===== config.mk =====
export PLATFORM = sky130hd
export DESIGN_NAME = gfv_isqrt
export DESIGN_NICKNAME = d
export VERILOG_FILES = /design/src/design/assert_macros.svh /design/src/design/gfv_isqrt.sv
export SDC_FILE = /design/constraint.sdc
export NUM_CORES = 2
export LEC_CHECK = 0
export BUFFER_PORTS_ARGS = -buffer_cell sky130_fd_sc_hd__buf_2
export CORE_AREA = 2 2 509 511
export CTS_CLUSTER_SIZE = 8
export DETAILED_ROUTE_END_ITERATION = 10
export DIE_AREA = 0 0 511 513
export PLACE_DENSITY = 0.65
export SLEW_MARGIN = 20
export SYNTH_ARGS = -nofsm -noshare
export SYNTH_HDL_FRONTEND = slang
export SYNTH_MEMORY_MAX_BITS = 65536
export SYNTH_SLANG_ARGS = --single-unit

===== constraint.sdc =====
create_clock -name clk -period 5.35 [get_ports clk]
set_clock_uncertainty 0.15 [all_clocks]
set_input_delay 0.2675 -clock clk [delete_from_list [all_inputs] [get_ports clk]]
set_output_delay 0.2675 -clock clk [all_outputs]
set_load 0.005 [all_outputs]

===== src/design/assert_macros.svh =====
// ----------------------------------------------------------------------------
// Assertion macros
// Shared concurrent assertion wrappers, clocked on clk.
// ----------------------------------------------------------------------------
`ifndef ASSERT_MACROS_SVH
`define ASSERT_MACROS_SVH

// Check a property outside reset
`define GFV_ASSERT(lbl, prop) \
  lbl: assert property (@(posedge clk) disable iff (!rst_n) prop) \
    else $error("assertion failed");

// Check a property on every edge, reset included
`define GFV_ASSERT_ALWAYS(lbl, prop) \
  lbl: assert property (@(posedge clk) prop) else $error("assertion failed");

`endif


===== src/design/gfv_isqrt.sv =====
// ----------------------------------------------------------------------------
// gfv_isqrt
// Pipelined integer square root, one result bit per stage, with sideband.
// ----------------------------------------------------------------------------
module gfv_isqrt #(
  parameter int IN_W = 66,
  parameter int SB_W = 1
) (
  input  logic              clk,
  input  logic              rst_n,
  input  logic              en,
  input  logic              in_valid,
  input  logic [IN_W-1:0]   in_rad,
  input  logic [SB_W-1:0]   in_sb,
  output logic              out_valid,
  output logic [IN_W/2-1:0] out_root,
  output logic [SB_W-1:0]   out_sb
);

  localparam int R_W   = IN_W / 2;
  localparam int REM_W = R_W + 2;
  localparam int T_W   = R_W + 4;

  logic [IN_W-1:0]  rad_r   [R_W];
  logic [R_W-1:0]   root_r  [R_W];
  logic [REM_W-1:0] rem_r   [R_W];
  logic [SB_W-1:0]  sb_r    [R_W];
  logic [R_W-1:0]   v_r;

  logic [IN_W-1:0]  rad_nxt [R_W];
  logic [R_W-1:0]   root_nxt[R_W];
  logic [REM_W-1:0] rem_nxt [R_W];

  logic [IN_W-1:0]  s_rad;
  logic [R_W-1:0]   s_root;
  logic [REM_W-1:0] s_rem;
  logic [T_W-1:0]   t;
  logic [T_W-1:0]   trial;
  logic             ge;

  // One digit per stage: bring down two radicand bits, try root*4+1
  always_comb begin
    s_rad  = '0;
    s_root = '0;
    s_rem  = '0;
    t      = '0;
    trial  = '0;
    ge     = 1'b0;
    for (int k = 0; k < R_W; k++) begin
      if (k == 0) begin
        s_rad  = in_rad;
        s_root = '0;
        s_rem  = '0;
      end else begin
        s_rad  = rad_r[k-1];
        s_root = root_r[k-1];
        s_rem  = rem_r[k-1];
      end
      t           = {s_rem, s_rad[IN_W-1 -: 2]};
      trial       = {2'b00, s_root, 2'b01};
      ge          = (t >= trial);
      rem_nxt[k]  = ge ? REM_W'(t - trial) : t[REM_W-1:0];
      root_nxt[k] = {s_root[R_W-2:0], ge};
      rad_nxt[k]  = {s_rad[IN_W-3:0], 2'b00};
    end
  end

  // Advance valid bits
  always_ff @(posedge clk) begin
    if (!rst_n) begin
      v_r <= '0;
    end else if (en) begin
      v_r <= {v_r[R_W-2:0], in_valid};
    end
  end

  // Advance payload
  always_ff @(posedge clk) begin
    if (en) begin
      sb_r[0] <= in_sb;
      for (int k = 1; k < R_W; k++) begin
        sb_r[k] <= sb_r[k-1];
      end
      for (int k = 0; k < R_W; k++) begin
        rad_r[k]  <= rad_nxt[k];
        root_r[k] <= root_nxt[k];
        rem_r[k]  <= rem_nxt[k];
      end
    end
  end

  assign out_valid = v_r[R_W-1];
  assign out_root  = root_r[R_W-1];
  assign out_sb    = sb_r[R_W-1];

endmodule


==> impl_results.md <==
* Status: finished, final reports clean
* Total GRT Usage at 20.1%
* Clock Sinks at 2,750
* Synthesized Nets at 10,590
* Top FF cell, synth: edfxtp_1
* Hold Crit Class: input port to register
* Die width at 511 um
* Post-CTS setup buffer count at 0
* Detailed-route wire length at 270,000 um
* Final RePlAce weighted congestion at 0.940
* Number of synthesized flops with an enable pin at 2,717
* Pwr dens at 436 nW/um2
* FF+latch count, synth at 2,750
* Setup crit end kind: register
* I/O Pins at 106
* Worst-Skew Late Latency at 880 ps
* Final worst slack at 1060 ps
* Initial Util at 49.8%
* Minimum clock period at 4290 ps
* Die extent in y at 513 um
* Setup TNS at 0 ps
* CTS tree: built
* Worst Path Arrival at 4700 ps
* Fmax achieved at 233 MHz
* Worst VDD drop at 0.000352 V
* Critical path class: register to register
* Final setup viols at 0
* Core box area at 256,000 um2
* Post-synthesis cell type count at 94
* Pin count of the biggest net entering global routing at 165
* Clk slew on worst S/H paths at 50 ps
* Root Driver: clkbuf_16
* Vias at 77,686
* Synth warn at 0
* Vias per cell at 5.60
* TritonRoute pass-1 iters at 6
* Cell Rows at 186
* WL/cell at 19.5 um
* Initial DRC Count at 6,381
* Mean post-synth cell area at 12.9 um2
* Initial antenna violation count at 4
* WP data required at 5770 ps
* Vias in the first global route at 76,510
* Remaining Overflow, GRT at 0
* Routed Antenna Nets at 0
* Max cap viols at 0
* Htree depth at 5
* Die area at 262,000 um2
* Synth Instances at 9,923
* Fin nets at 11,097
* Sequential share of the synthesized area at 64.5%
* I/O Buffers at 105
* Hold slack at 128 ps
* Share of layout cells above drive strength 1 at 7.30%
* Synthesized cell area at 128,000 um2
* Area growth syn-to-layout at 13.0%
* Worst-margin pin slew at 1110 ps
* CP max FO at 11
* CP Launch Type: register
* Remaining DRCs at 0
* Final Max Tran Viols at 0
* LEAKAGE at 54.3 nW
* Asr flop ratio synth at 0%
* RSZ-0062 raised after global routing: no
* Resize count post-CTS at 0
* First-pass GRT wire length at 423,000 um
* TritonCTS Buffers at 387
* DP HPWL at 191,000 um
* Final Core Density at 56.3%
* Longest Clk Path Bufs at 4
* Fin crit share at 80.1%
* Slew headroom at 25.6%
* Place WS at 1130 ps
* Hold Vio Cnt, Final at 0
-- synth_stat cells, types with 28 or more instances --
cell | number | area share (%)
a211oi_1 | 50 | 0.29
a21o_1 | 212 | 1.2
a21oi_1 | 566 | 2.2
a31oi_1 | 54 | 0.26
and2_1 | 28 | 0.14
and3_1 | 43 | 0.21
clkbuf_1 | 174 | 0.51
dfxtp_1 | 33 | 0.52
edfxtp_1 | 2717 | 64
ha_1 | 596 | 5.8
inv_1 | 748 | 2.2
mux2_2 | 69 | 0.61
mux2i_1 | 47 | 0.37
nand2_1 | 759 | 2.2
nand2b_1 | 116 | 0.57
nand3_1 | 143 | 0.56
nand3b_1 | 31 | 0.18
nand4_1 | 117 | 0.57
nor2_1 | 577 | 1.7
nor2b_1 | 115 | 0.56
nor3_1 | 243 | 0.95
nor4_1 | 130 | 0.64
o211ai_1 | 42 | 0.25
o21a_1 | 106 | 0.62
o21ai_0 | 608 | 2.4
o21bai_1 | 52 | 0.31
o31ai_1 | 71 | 0.42
or2_2 | 52 | 0.26
or3_1 | 104 | 0.51
or4_1 | 67 | 0.39
xnor2_1 | 476 | 3.3
xor2_1 | 431 | 3.0
-- final timing paths --
check	startpoint	to	cells past startpoint	slack (ps)
max	rem_r[0][994]	rem_r[0][1048]	11	1060
min	in_rad[64]	rem_r[0][0]	3	130
max reg2reg	rem_r[0][994]	rem_r[0][1048]	11	1060
min reg2reg	rad_r[0][889]	rad_r[0][955]	0	240
-- sequential cells by signal, summed over array words and instances (netlist names) --
signal  count
rad_r    1056
sb_r       33
root_r    561
rem_r    1067
v_r        33
-- where the power goes --
group	total [W]	switching, W	internal [W]
logic	0.0126	0.00740	0.00517
clock network	0.0213	0.00841	0.0129
registers	0.0290	0.00176	0.0272
-- cells by family (layout without fill, tap and decap cells) --
logic type | count (synthesis) | after routing | synth area share (%)
mux | 116 | 116 | 0.978
fa+ha+maj | 596 | 596 | 5.85
other cells | 1 | 3 | 0.00294
xor+xnor | 907 | 907 | 6.23
compound gates | 1978 | 1978 | 9.51
flops | 2750 | 2750 | 64.5
simple gates | 2616 | 2616 | 10.1
buf+inv | 959 | 1522 | 2.85
-- worst max-delay path, cell delays in order, from the launching register on --
cell       delay [ps]
edfxtp_1          390
ha_1              390
nand2_1           120
nor2_1            270
a31oi_1           220
or2_2             360
o41ai_2           670
a211oi_4          250
buf_4             250
or2_2             300
a2111oi_0         510
xor2_1            130
-- layout make-up --
class,instances,area (um2)
Fill cell,20527,112000
Inverter,751,2820
Antenna cell,2,5.00
Clock buffer,426,9940
Timing Repair Buffer,326,2790
Sequential cell,2750,82200
Tap cell,3384,4230
Multi-Input combinational cell,6214,41800
Clock inverter,19,354
-- cell usage in the layout, fill, tap and decap left out, types with 31 or more instances in the layout --
cell	n
edfxtp_1	2717
nand2_1	759
inv_1	748
o21ai_0	608
ha_1	596
nor2_1	575
a21oi_1	565
xnor2_1	476
xor2_1	431
clkbuf_16	392
nor3_1	241
a21o_1	212
nand3_1	143
dlygate4sd3_1	137
nor4_1	128
nand4_1	117
nand2b_1	116
nor2b_1	114
o21a_1	106
or3_1	104
buf_2	104
o31ai_1	70
mux2_2	69
or4_1	67
buf_4	64
a31oi_1	53
or2_2	52
o21bai_1	51
a211oi_1	49
mux2i_1	47
and3_1	43
o211ai_1	42
clkbuf_1	34
dfxtp_1	33
nand3b_1	31
-- metrics by stage --
step	instances	power (W)	instance area (um2)
after floorplan	9923	0.0377	128000
after global placement	13288	0.0414	133000
after detailed placement	13288	0.0417	133000
after CTS	13870	0.0635	144000
after global routing	13871	0.0660	144000
final	13872	0.0629	144000
-- what timing repair did --
action	in CTS	in global routing
hold buffers	137	0
endpoints found under the hold margin	164	0
setup endpoints to repair	0	0
-- routing by layer --
metal	share of wire, %	global-route usage [%]	vias up
li1	-	-	37539
met1	45	27.6	37675
met2	47	33.1	1979
met3	4.8	3.04	491
met4	2.5	5.85	2
met5	0.0044	0	-
No activity file was read; power rests on OpenSTA's default activity.
